File: src/design/utf16_to_utf8_encoder_top_defines.svh
// assertion macros for the utf-16 to utf-8 encoder rtl, used by u16u8_back
// expects signals named clk and rst_n in the module that uses them
`ifndef UTF16_TO_UTF8_ENCODER_TOP_DEFINES_SVH
`define UTF16_TO_UTF8_ENCODER_TOP_DEFINES_SVH

// same-cycle implication, checked outside reset
`define U8_ASSERT_IMP(label, ante, cons, msg) \
    label: assert property (@(posedge clk) disable iff (!rst_n) (ante) |-> (cons)) \
        else $error(msg);

// next-cycle implication, checked outside reset
`define U8_ASSERT_NXT(label, ante, cons, msg) \
    label: assert property (@(posedge clk) disable iff (!rst_n) (ante) |=> (cons)) \
        else $error(msg);

`endif

File: src/design/u16u8_pkg.sv
// package for the utf-16 to utf-8 encoder: job type, constants, byte encoder functions
// no dependencies
`default_nettype none

package u16u8_pkg;

    localparam int QUEUE_DEPTH = 2;

    localparam logic [15:0] SURR_HIGH_MIN = 16'hD800;
    localparam logic [15:0] SURR_HIGH_MAX = 16'hDBFF;
    localparam logic [15:0] SURR_LOW_MIN  = 16'hDC00;
    localparam logic [15:0] SURR_LOW_MAX  = 16'hDFFF;
    localparam logic [20:0] PAIR_BASE     = 21'h10000;

    localparam logic [20:0] CP_LIMIT_1B = 21'h80;
    localparam logic [20:0] CP_LIMIT_2B = 21'h800;
    localparam logic [20:0] CP_LIMIT_3B = 21'h10000;

    localparam logic [1:0] CONT_TAG = 2'b10;
    localparam logic [2:0] LEAD_2B  = 3'b110;
    localparam logic [3:0] LEAD_3B  = 4'b1110;
    localparam logic [4:0] LEAD_4B  = 5'b11110;

    // one unit of work for the back end: one or two code points
    typedef struct packed {
        logic [20:0] cp_a;
        logic        has_b;
        logic [20:0] cp_b;
    } job_t;

    // number of utf-8 bytes minus one
    function automatic logic [1:0] enc_len_m1(input logic [20:0] cp);
        logic [1:0] len;
        if (cp < CP_LIMIT_1B)
        begin
            len = 2'd0;
        end
        else if (cp < CP_LIMIT_2B)
        begin
            len = 2'd1;
        end
        else if (cp < CP_LIMIT_3B)
        begin
            len = 2'd2;
        end
        else
        begin
            len = 2'd3;
        end
        return len;
    endfunction

    // byte idx of the utf-8 sequence for cp
    function automatic logic [7:0] enc_byte(input logic [20:0] cp, input logic [1:0] idx);
        logic [1:0] len_m1;
        logic [1:0] rem;
        logic [7:0] b;
        len_m1 = enc_len_m1(cp);
        rem    = len_m1 - idx;
        if (idx == 2'd0)
        begin
            case (len_m1)
                2'd0:    b = {1'b0, cp[6:0]};
                2'd1:    b = {LEAD_2B, cp[10:6]};
                2'd2:    b = {LEAD_3B, cp[15:12]};
                default: b = {LEAD_4B, cp[20:18]};
            endcase
        end
        else
        begin
            case (rem)
                2'd0:    b = {CONT_TAG, cp[5:0]};
                2'd1:    b = {CONT_TAG, cp[11:6]};
                default: b = {CONT_TAG, cp[17:12]};
            endcase
        end
        return b;
    endfunction

endpackage

`default_nettype wire

File: src/design/u16u8_ifs.sv
// channel interfaces for the encoder: code units in, utf-8 bytes out
// no dependencies
`default_nettype none

interface u16u8_unit_if;
    logic        valid;
    logic        ready;
    logic [15:0] code_unit;
    logic        end_of_string;

    modport source (output valid, output code_unit, output end_of_string, input ready);
    modport sink   (input valid, input code_unit, input end_of_string, output ready);
endinterface

interface u16u8_byte_if;
    logic       valid;
    logic       ready;
    logic [7:0] utf8_byte;
    logic       last_of_run;

    modport source (output valid, output utf8_byte, output last_of_run, input ready);
    modport sink   (input valid, input utf8_byte, input last_of_run, output ready);
endinterface

`default_nettype wire

File: src/design/u16u8_front.sv
// front end: accepts code units, tracks a held high surrogate, builds jobs
// depends on u16u8_pkg and u16u8_unit_if
`default_nettype none

module u16u8_front (
    input  wire logic           clk,
    input  wire logic           rst_n,
    u16u8_unit_if.sink          units,
    input  wire logic           q_full,
    output u16u8_pkg::job_t     job,
    output logic                push
);

    logic       pending_reg;
    logic       pending_next;
    logic [9:0] held_reg;
    logic [9:0] held_next;
    logic       accept;
    logic       is_high;
    logic       is_low;
    logic       hold_now;

    assign units.ready = !q_full;
    assign accept      = units.valid && units.ready;

    assign is_high  = (units.code_unit >= u16u8_pkg::SURR_HIGH_MIN)
                   && (units.code_unit <= u16u8_pkg::SURR_HIGH_MAX);
    assign is_low   = (units.code_unit >= u16u8_pkg::SURR_LOW_MIN)
                   && (units.code_unit <= u16u8_pkg::SURR_LOW_MAX);
    // a pair completes only when a low follows a held high
    assign hold_now = is_high && !units.end_of_string && !(pending_reg && is_low);

    always_comb
    begin
        job          = '0;
        push         = 1'b0;
        pending_next = pending_reg;
        held_next    = held_reg;
        if (pending_reg && is_low)
        begin
            job.cp_a = u16u8_pkg::PAIR_BASE + 21'({held_reg, units.code_unit[9:0]});
        end
        else if (pending_reg)
        begin
            // flush lone high surrogate, then the current unit unless it is held
            job.cp_a  = 21'({6'b110110, held_reg});
            job.has_b = !hold_now;
            job.cp_b  = 21'(units.code_unit);
        end
        else
        begin
            job.cp_a = 21'(units.code_unit);
        end
        if (accept)
        begin
            push         = pending_reg || !hold_now;
            pending_next = hold_now;
            held_next    = hold_now ? units.code_unit[9:0] : 10'd0;
        end
    end

    always_ff @(posedge clk or negedge rst_n)
    begin
        if (!rst_n)
        begin
            pending_reg <= 1'b0;
            held_reg    <= 10'd0;
        end
        else
        begin
            pending_reg <= pending_next;
            held_reg    <= held_next;
        end
    end

endmodule

`default_nettype wire

File: src/design/u16u8_queue.sv
// short job queue between front and back end
// depends on u16u8_pkg
`default_nettype none

module u16u8_queue (
    input  wire logic           clk,
    input  wire logic           rst_n,
    input  wire logic           push,
    input  wire u16u8_pkg::job_t wr_job,
    input  wire logic           pop,
    output u16u8_pkg::job_t     rd_job,
    output logic                full,
    output logic                empty
);

    localparam int DEPTH = u16u8_pkg::QUEUE_DEPTH;
    localparam int PTR_W = (DEPTH > 1) ? $clog2(DEPTH) : 1;
    localparam int CNT_W = $clog2(DEPTH + 1);

    u16u8_pkg::job_t    slots_reg [DEPTH];
    logic [PTR_W-1:0]   wr_ptr_reg;
    logic [PTR_W-1:0]   wr_ptr_next;
    logic [PTR_W-1:0]   rd_ptr_reg;
    logic [PTR_W-1:0]   rd_ptr_next;
    logic [CNT_W-1:0]   count_reg;
    logic [CNT_W-1:0]   count_next;
    logic               do_push;
    logic               do_pop;

    assign full    = (count_reg == CNT_W'(DEPTH));
    assign empty   = (count_reg == '0);
    assign do_push = push && !full;
    assign do_pop  = pop && !empty;
    assign rd_job  = slots_reg[rd_ptr_reg];

    always_comb
    begin
        wr_ptr_next = wr_ptr_reg;
        rd_ptr_next = rd_ptr_reg;
        count_next  = count_reg;
        if (do_push)
        begin
            wr_ptr_next = (wr_ptr_reg == PTR_W'(DEPTH - 1)) ? '0 : wr_ptr_reg + 1'b1;
        end
        if (do_pop)
        begin
            rd_ptr_next = (rd_ptr_reg == PTR_W'(DEPTH - 1)) ? '0 : rd_ptr_reg + 1'b1;
        end
        if (do_push && !do_pop)
        begin
            count_next = count_reg + 1'b1;
        end
        else if (do_pop && !do_push)
        begin
            count_next = count_reg - 1'b1;
        end
    end

    always_ff @(posedge clk)
    begin
        if (do_push)
        begin
            slots_reg[wr_ptr_reg] <= wr_job;
        end
    end

    always_ff @(posedge clk or negedge rst_n)
    begin
        if (!rst_n)
        begin
            wr_ptr_reg <= '0;
            rd_ptr_reg <= '0;
            count_reg  <= '0;
        end
        else
        begin
            wr_ptr_reg <= wr_ptr_next;
            rd_ptr_reg <= rd_ptr_next;
            count_reg  <= count_next;
        end
    end

endmodule

`default_nettype wire

File: src/design/u16u8_back.sv
// back end: walks the head job byte by byte into a registered output stage
// depends on u16u8_pkg, u16u8_byte_if and the assertion macro header
`default_nettype none
`include "utf16_to_utf8_encoder_top_defines.svh"

module u16u8_back (
    input  wire logic           clk,
    input  wire logic           rst_n,
    u16u8_byte_if.source        octets,
    input  wire u16u8_pkg::job_t head,
    input  wire logic           head_valid,
    output logic                pop
);

    logic       out_valid_reg;
    logic       out_valid_next;
    logic [7:0] out_byte_reg;
    logic [7:0] out_byte_next;
    logic       out_last_reg;
    logic       out_last_next;
    logic [1:0] idx_reg;
    logic [1:0] idx_next;
    logic       sel_reg;
    logic       sel_next;
    logic [20:0] cur_cp;
    logic [1:0] len_m1;
    logic       load;
    logic       cp_done;
    logic       job_done;

    assign cur_cp   = sel_reg ? head.cp_b : head.cp_a;
    assign len_m1   = u16u8_pkg::enc_len_m1(cur_cp);
    assign cp_done  = (idx_reg == len_m1);
    assign job_done = cp_done && (sel_reg || !head.has_b);
    assign load     = head_valid && (!out_valid_reg || octets.ready);
    assign pop      = load && job_done;

    always_comb
    begin
        out_valid_next = out_valid_reg;
        out_byte_next  = out_byte_reg;
        out_last_next  = out_last_reg;
        idx_next       = idx_reg;
        sel_next       = sel_reg;
        if (load)
        begin
            out_valid_next = 1'b1;
            out_byte_next  = u16u8_pkg::enc_byte(cur_cp, idx_reg);
            out_last_next  = job_done;
            if (cp_done)
            begin
                idx_next = 2'd0;
                sel_next = !job_done;
            end
            else
            begin
                idx_next = idx_reg + 2'd1;
            end
        end
        else if (octets.ready)
        begin
            out_valid_next = 1'b0;
        end
    end

    always_ff @(posedge clk)
    begin
        out_byte_reg <= out_byte_next;
        out_last_reg <= out_last_next;
    end

    always_ff @(posedge clk or negedge rst_n)
    begin
        if (!rst_n)
        begin
            out_valid_reg <= 1'b0;
            idx_reg       <= 2'd0;
            sel_reg       <= 1'b0;
        end
        else
        begin
            out_valid_reg <= out_valid_next;
            idx_reg       <= idx_next;
            sel_reg       <= sel_next;
        end
    end

    assign octets.valid       = out_valid_reg;
    assign octets.utf8_byte   = out_byte_reg;
    assign octets.last_of_run = out_last_reg;

    `U8_ASSERT_IMP(a_idx_in_range, head_valid, idx_reg <= len_m1,
        "byte index past end of code point")
    `U8_ASSERT_IMP(a_sel_has_b, sel_reg, head_valid && head.has_b,
        "second code point selected without one in the job")
    `U8_ASSERT_NXT(a_job_restart, load && job_done, idx_reg == 2'd0 && !sel_reg,
        "walk not rewound after job end")

endmodule

`default_nettype wire

File: src/design/utf16_to_utf8_encoder_top.sv
// top level of the utf-16 to utf-8 encoder
// depends on u16u8_pkg, u16u8_ifs, u16u8_front, u16u8_queue, u16u8_back
//
//   channel   dir   payload                          handshake
//   units     in    code_unit[15:0], end_of_string   valid/ready
//   octets    out   utf8_byte[7:0], last_of_run      valid/ready
//
// the back end sends one utf-8 byte per cycle while a job is queued and octets
// is not stalled; a code unit yields 1 to 4 bytes, up to 6 when a lone high
// surrogate is flushed; a held high surrogate yields no byte.
// rst_n clears the held surrogate, the queue and the output stage at once.
// the front stalls only on a full job queue; the back stalls on octets.ready.
`default_nettype none

module utf16_to_utf8_encoder_top (
    input  wire logic       clk,
    input  wire logic       rst_n,
    u16u8_unit_if.sink      units,
    u16u8_byte_if.source    octets
);

    u16u8_pkg::job_t    wr_job;
    u16u8_pkg::job_t    head_job;
    logic               push;
    logic               pop;
    logic               q_full;
    logic               q_empty;

    // classify units, pair surrogates, hand jobs to the queue
    u16u8_front u_front (
        .clk    (clk),
        .rst_n  (rst_n),
        .units  (units),
        .q_full (q_full),
        .job    (wr_job),
        .push   (push)
    );

    // decouples unit intake from byte emission
    u16u8_queue u_queue (
        .clk    (clk),
        .rst_n  (rst_n),
        .push   (push),
        .wr_job (wr_job),
        .pop    (pop),
        .rd_job (head_job),
        .full   (q_full),
        .empty  (q_empty)
    );

    // serialize code points into utf-8 bytes
    u16u8_back u_back (
        .clk        (clk),
        .rst_n      (rst_n),
        .octets     (octets),
        .head       (head_job),
        .head_valid (!q_empty),
        .pop        (pop)
    );

endmodule

`default_nettype wire

File: src/flat_wrapper.sv
// flat-port wrapper written by rule: the top's interface ports become plain ports
module utf16_to_utf8_encoder_top_flat 
  (clk, rst_n, units_valid, units_code_unit, units_end_of_string, units_ready, octets_valid, octets_utf8_byte, octets_last_of_run, octets_ready);
  u16u8_unit_if units_i ();
  u16u8_byte_if octets_i ();
  input  wire logic clk;
  input  wire logic rst_n;
  input wire logic [$bits(units_i.valid)-1:0] units_valid;
  input wire logic [$bits(units_i.code_unit)-1:0] units_code_unit;
  input wire logic [$bits(units_i.end_of_string)-1:0] units_end_of_string;
  output wire logic [$bits(units_i.ready)-1:0] units_ready;
  output wire logic [$bits(octets_i.valid)-1:0] octets_valid;
  output wire logic [$bits(octets_i.utf8_byte)-1:0] octets_utf8_byte;
  output wire logic [$bits(octets_i.last_of_run)-1:0] octets_last_of_run;
  input wire logic [$bits(octets_i.ready)-1:0] octets_ready;
  assign units_i.valid = units_valid;
  assign units_i.code_unit = units_code_unit;
  assign units_i.end_of_string = units_end_of_string;
  assign units_ready = units_i.ready;
  assign octets_valid = octets_i.valid;
  assign octets_utf8_byte = octets_i.utf8_byte;
  assign octets_last_of_run = octets_i.last_of_run;
  assign octets_i.ready = octets_ready;
  utf16_to_utf8_encoder_top u_core (.clk(clk), .rst_n(rst_n), .units(units_i), .octets(octets_i));
endmodule
File: config.mk
export PLATFORM = sky130hd
export DESIGN_NAME = utf16_to_utf8_encoder_top_flat
export DESIGN_NICKNAME = d
export VERILOG_FILES = /design/src/design/u16u8_pkg.sv /design/src/design/u16u8_ifs.sv /design/src/design/u16u8_front.sv /design/src/design/u16u8_queue.sv /design/src/design/u16u8_back.sv /design/src/design/utf16_to_utf8_encoder_top.sv /design/src/flat_wrapper.sv
export VERILOG_INCLUDE_DIRS = /design/src /design/src/design
export SDC_FILE = /design/constraint.sdc
export NUM_CORES = 1
export LEC_CHECK = 0
export ABC_AREA = 1
export BUFFER_PORTS_ARGS = -buffer_cell sky130_fd_sc_hd__buf_2
export CORE_MARGIN = 2
export CORE_UTILIZATION = 40
export CTS_BUF_LIST = sky130_fd_sc_hd__clkbuf_4
export CTS_CLUSTER_DIAMETER = 80
export CTS_CLUSTER_SIZE = 40
export DETAILED_ROUTE_END_ITERATION = 8
export PLACE_DENSITY_LB_ADDON = 0.25
export SLEW_MARGIN = 10
export SYNTH_ARGS = -nofsm -noshare
export SYNTH_HDL_FRONTEND = slang
export SYNTH_SLANG_ARGS = --single-unit
export TNS_END_PERCENT = 5
File: constraint.sdc
create_clock -name clk -period 5 [get_ports clk]
set_clock_uncertainty 0.05 [all_clocks]
set_input_delay 0.5 -clock clk [delete_from_list [all_inputs] [get_ports clk]]
set_output_delay 0.5 -clock clk [all_outputs]
set_load 0.005 [all_outputs]
==> results.sh <==
export IMPL_pin_count=32
export IMPL_ant_nets=0
export IMPL_final_common_cell="nand2_1"
export IMPL_num_fill_cells=1201
export IMPL_grt_pass1_vias=3648
export IMPL_critPathKind="reg2reg"
export IMPL_numPortBuffers=31
export IMPL_via_per_inst=5.05
export IMPL_die_area_mm2=0.0133
export IMPL_fin_nets=549
export IMPL_final_cell_mix="nand2_1, edfxtp_1, inv_1"
export IMPL_gp_congestion=0.896
export IMPL_syn_num_nets=524
export IMPL_avgSynthCellArea_um2=10.1
export IMPL_yosys_warnings=0
export IMPL_seq_area_frac_synth=0.609
export IMPL_cts_htree_levels=3
export IMPL_initial_core_util=0.412
export IMPL_p_per_area_mw_per_mm2=573
export IMPL_arrival_ps=4260
export IMPL_clk_latency_ps=490
export IMPL_whs_ps=150
export IMPL_cp_start_kind="flop"
export IMPL_worst_slew_pin_slew_ps=1170
export IMPL_rows=40
export IMPL_drt_iter0_markers=122
export IMPL_critPathCaptureType="flop"
export IMPL_synth_cell_area_mm2=0.00497
export IMPL_antenna_cells=0
export IMPL_clock_sinks=104
export IMPL_crit_slowest_cell="dfrtp_1"
export IMPL_antenna_found_initial=0
export IMPL_hpwl_mm=8.17
export IMPL_wl_per_cell_um=16.6
export IMPL_ys_seq_elements=104
export IMPL_fin_tns_setup_ps=0
export IMPL_wl_mm=11.5
export IMPL_path_max_fanout=23
export IMPL_cts_reportedPaths_clkPinSlew_ps=170
export IMPL_fmax_mhz=254
export IMPL_cts_tree="yes"
export IMPL_grt_usage=0.188
export IMPL_drive_gt1_frac=0.132
export IMPL_areaGrowthSynthToFinish_pct=8.00
export IMPL_irDropWorstVdd_uv=328
export IMPL_layout_worst_path_cycle_share=0.789
export IMPL_final_max_slew_viol_count=0
export IMPL_grt_ovfl_total=0
export IMPL_crit_chain="inv_4 -> nand3_1 -> nand2_1 -> nand2_2 -> nor2_4 -> nand3_4 -> o21ai_0 -> inv_1 -> ha_1 -> nand4_1 -> nor2_1 -> inv_1 -> ha_1 -> a21oi_1 -> o21ai_0 -> xnor2_1"
export IMPL_hold_violations=0
export IMPL_grt_first_pass_wirelength_mm=18.7
export IMPL_drcViolationCount=0
export IMPL_synth_cell_types=34
export IMPL_r2r_cells=16
export IMPL_rsz0062_at_grt="false"
export IMPL_design_core_area_mm2=0.0121
export IMPL_die_h_um=116
export IMPL_max_cap_violations=0
export IMPL_grt_max_degree=40
export IMPL_drt_pass1_iter_count=5
export IMPL_status="finished, final reports clean"
export IMPL_syn_inst=494
export IMPL_cts_root_buffer="clkbuf_4"
export IMPL_period_minus_slack_ps=3940
export IMPL_relSlewSlack=0.220
export IMPL_finalSetupViolCount=0
export IMPL_min_path_type="in2reg"
export IMPL_p_leak_uw=0.00223
export IMPL_min_path_cells=2
export IMPL_cts_made_buffers=9
export IMPL_clockBufferDepth=2
export IMPL_critical_path_max_stage_delay_ps=680
export IMPL_die_w_um=116
export IMPL_crit_required_ps=5320
export IMPL_largest_reg_flops=76
export IMPL_vias=3497
## metrics by stage
stage	utilization	area (µm²)	setup WS, ps	total power, µW	cells
floorplan	-	4970	1790	2350	494
CTS	0.445	5370	1100	3090	692
detailed placement	0.435	5250	1130	2690	675
finish	0.445	5370	1060	3080	692
global placement	0.435	5250	1230	2680	675
global route	0.445	5370	735	3320	692
## final timing paths
| check | startpoint | endpoint | slack (ps) |
|---|---|---|---|
| worst min register to register | u_core.u_queue.count_reg[0] | u_core.u_queue.count_reg[0] | 480 |
| worst max-delay path | u_core.u_back.sel_reg | u_core.u_queue.count_reg[1] | 1060 |
| worst max register to register | u_core.u_back.sel_reg | u_core.u_queue.count_reg[1] | 1060 |
| max in group asynchronous | rst_n | u_core.u_front.held_reg[8] | 4050 |
| min in group asynchronous | rst_n | u_core.u_back.sel_reg | 460 |
| worst min-delay path | octets_ready | u_core.u_back.octets.valid | 150 |
## cells by family after synthesis
logic type / count (synthesis) / share of synthesized area
AO/OA/AOI/OAI: 77 / 0.0895
XOR/XNOR: 4 / 0.00704
adder cells (fa/ha/maj): 9 / 0.0226
buffers and inverters: 86 / 0.0765
flip-flops: 104 / 0.609
AND/OR/NAND/NOR: 214 / 0.196
## area by class of cell
cell class | count | area [µm²] | share of cell area
Inverter | 65 | 249 | 0.0463
Clock inverter | 3 | 18.8 | 0.00349
Clock buffer | 13 | 97.6 | 0.0182
Multi-Input combinational cell | 304 | 1580 | 0.294
Timing Repair Buffer | 35 | 188 | 0.0349
Tap cell | 168 | 210 | 0.0391
Sequential cell | 104 | 3030 | 0.564
## synthesized netlist by cell type, drive strengths merged
master,instances,area (µm²)
a21boi,1,7.51
a21oi,11,55.1
a22o,1,8.76
a22oi,4,30.0
a32o,4,40.0
buf,14,105
clkbuf,7,26.3
dfrtp,19,475
edfxtp,85,2550
ha,9,113
inv,65,249
nand2,99,397
nand3,47,283
nand3b,2,15.0
nand4,5,31.3
nor2,57,224
nor3,1,5.00
nor4,2,12.5
o21ai,37,185
o22ai,19,119
or2,1,6.26
xnor2,2,17.5
xor2,2,17.5
## metal layers
| metal | part of all wire | track usage | vias to the layer above | wire (µm) |
|---|---|---|---|---|
| met4 | 0.021 | 0.0884 | 0 | 238 |
| met2 | 0.49 | 0.319 | 60 | 5700 |
| met1 | 0.44 | 0.234 | 1694 | 5090 |
| met5 | 0 | 0 | - | 0 |
| met3 | 0.042 | 0.0350 | 18 | 480 |
| li1 | - | - | 1725 | - |
## repair_timing
action                                 in CTS  in global routing
buffers inserted                            0                  0
hold buffers                                1                  0
endpoints found under the hold margin      19                  0
resized for setup                           0                  0
## critical path, delay by kind of cell (launching register included)
kind,cells,cell delay (ps)
xor+xnor,1,130
compound gates,3,570
flops,1,680
fa+ha+maj,2,770
buf+inv,3,590
simple gates,7,1040
## power by group
part	internal (µW)	total [µW]	switching [µW]
sequential	1210	1310	99.0
clock	126	407	281
combinational	420	1360	944
total	1760	3080	1320
Power figures use the tool's default switching activity.
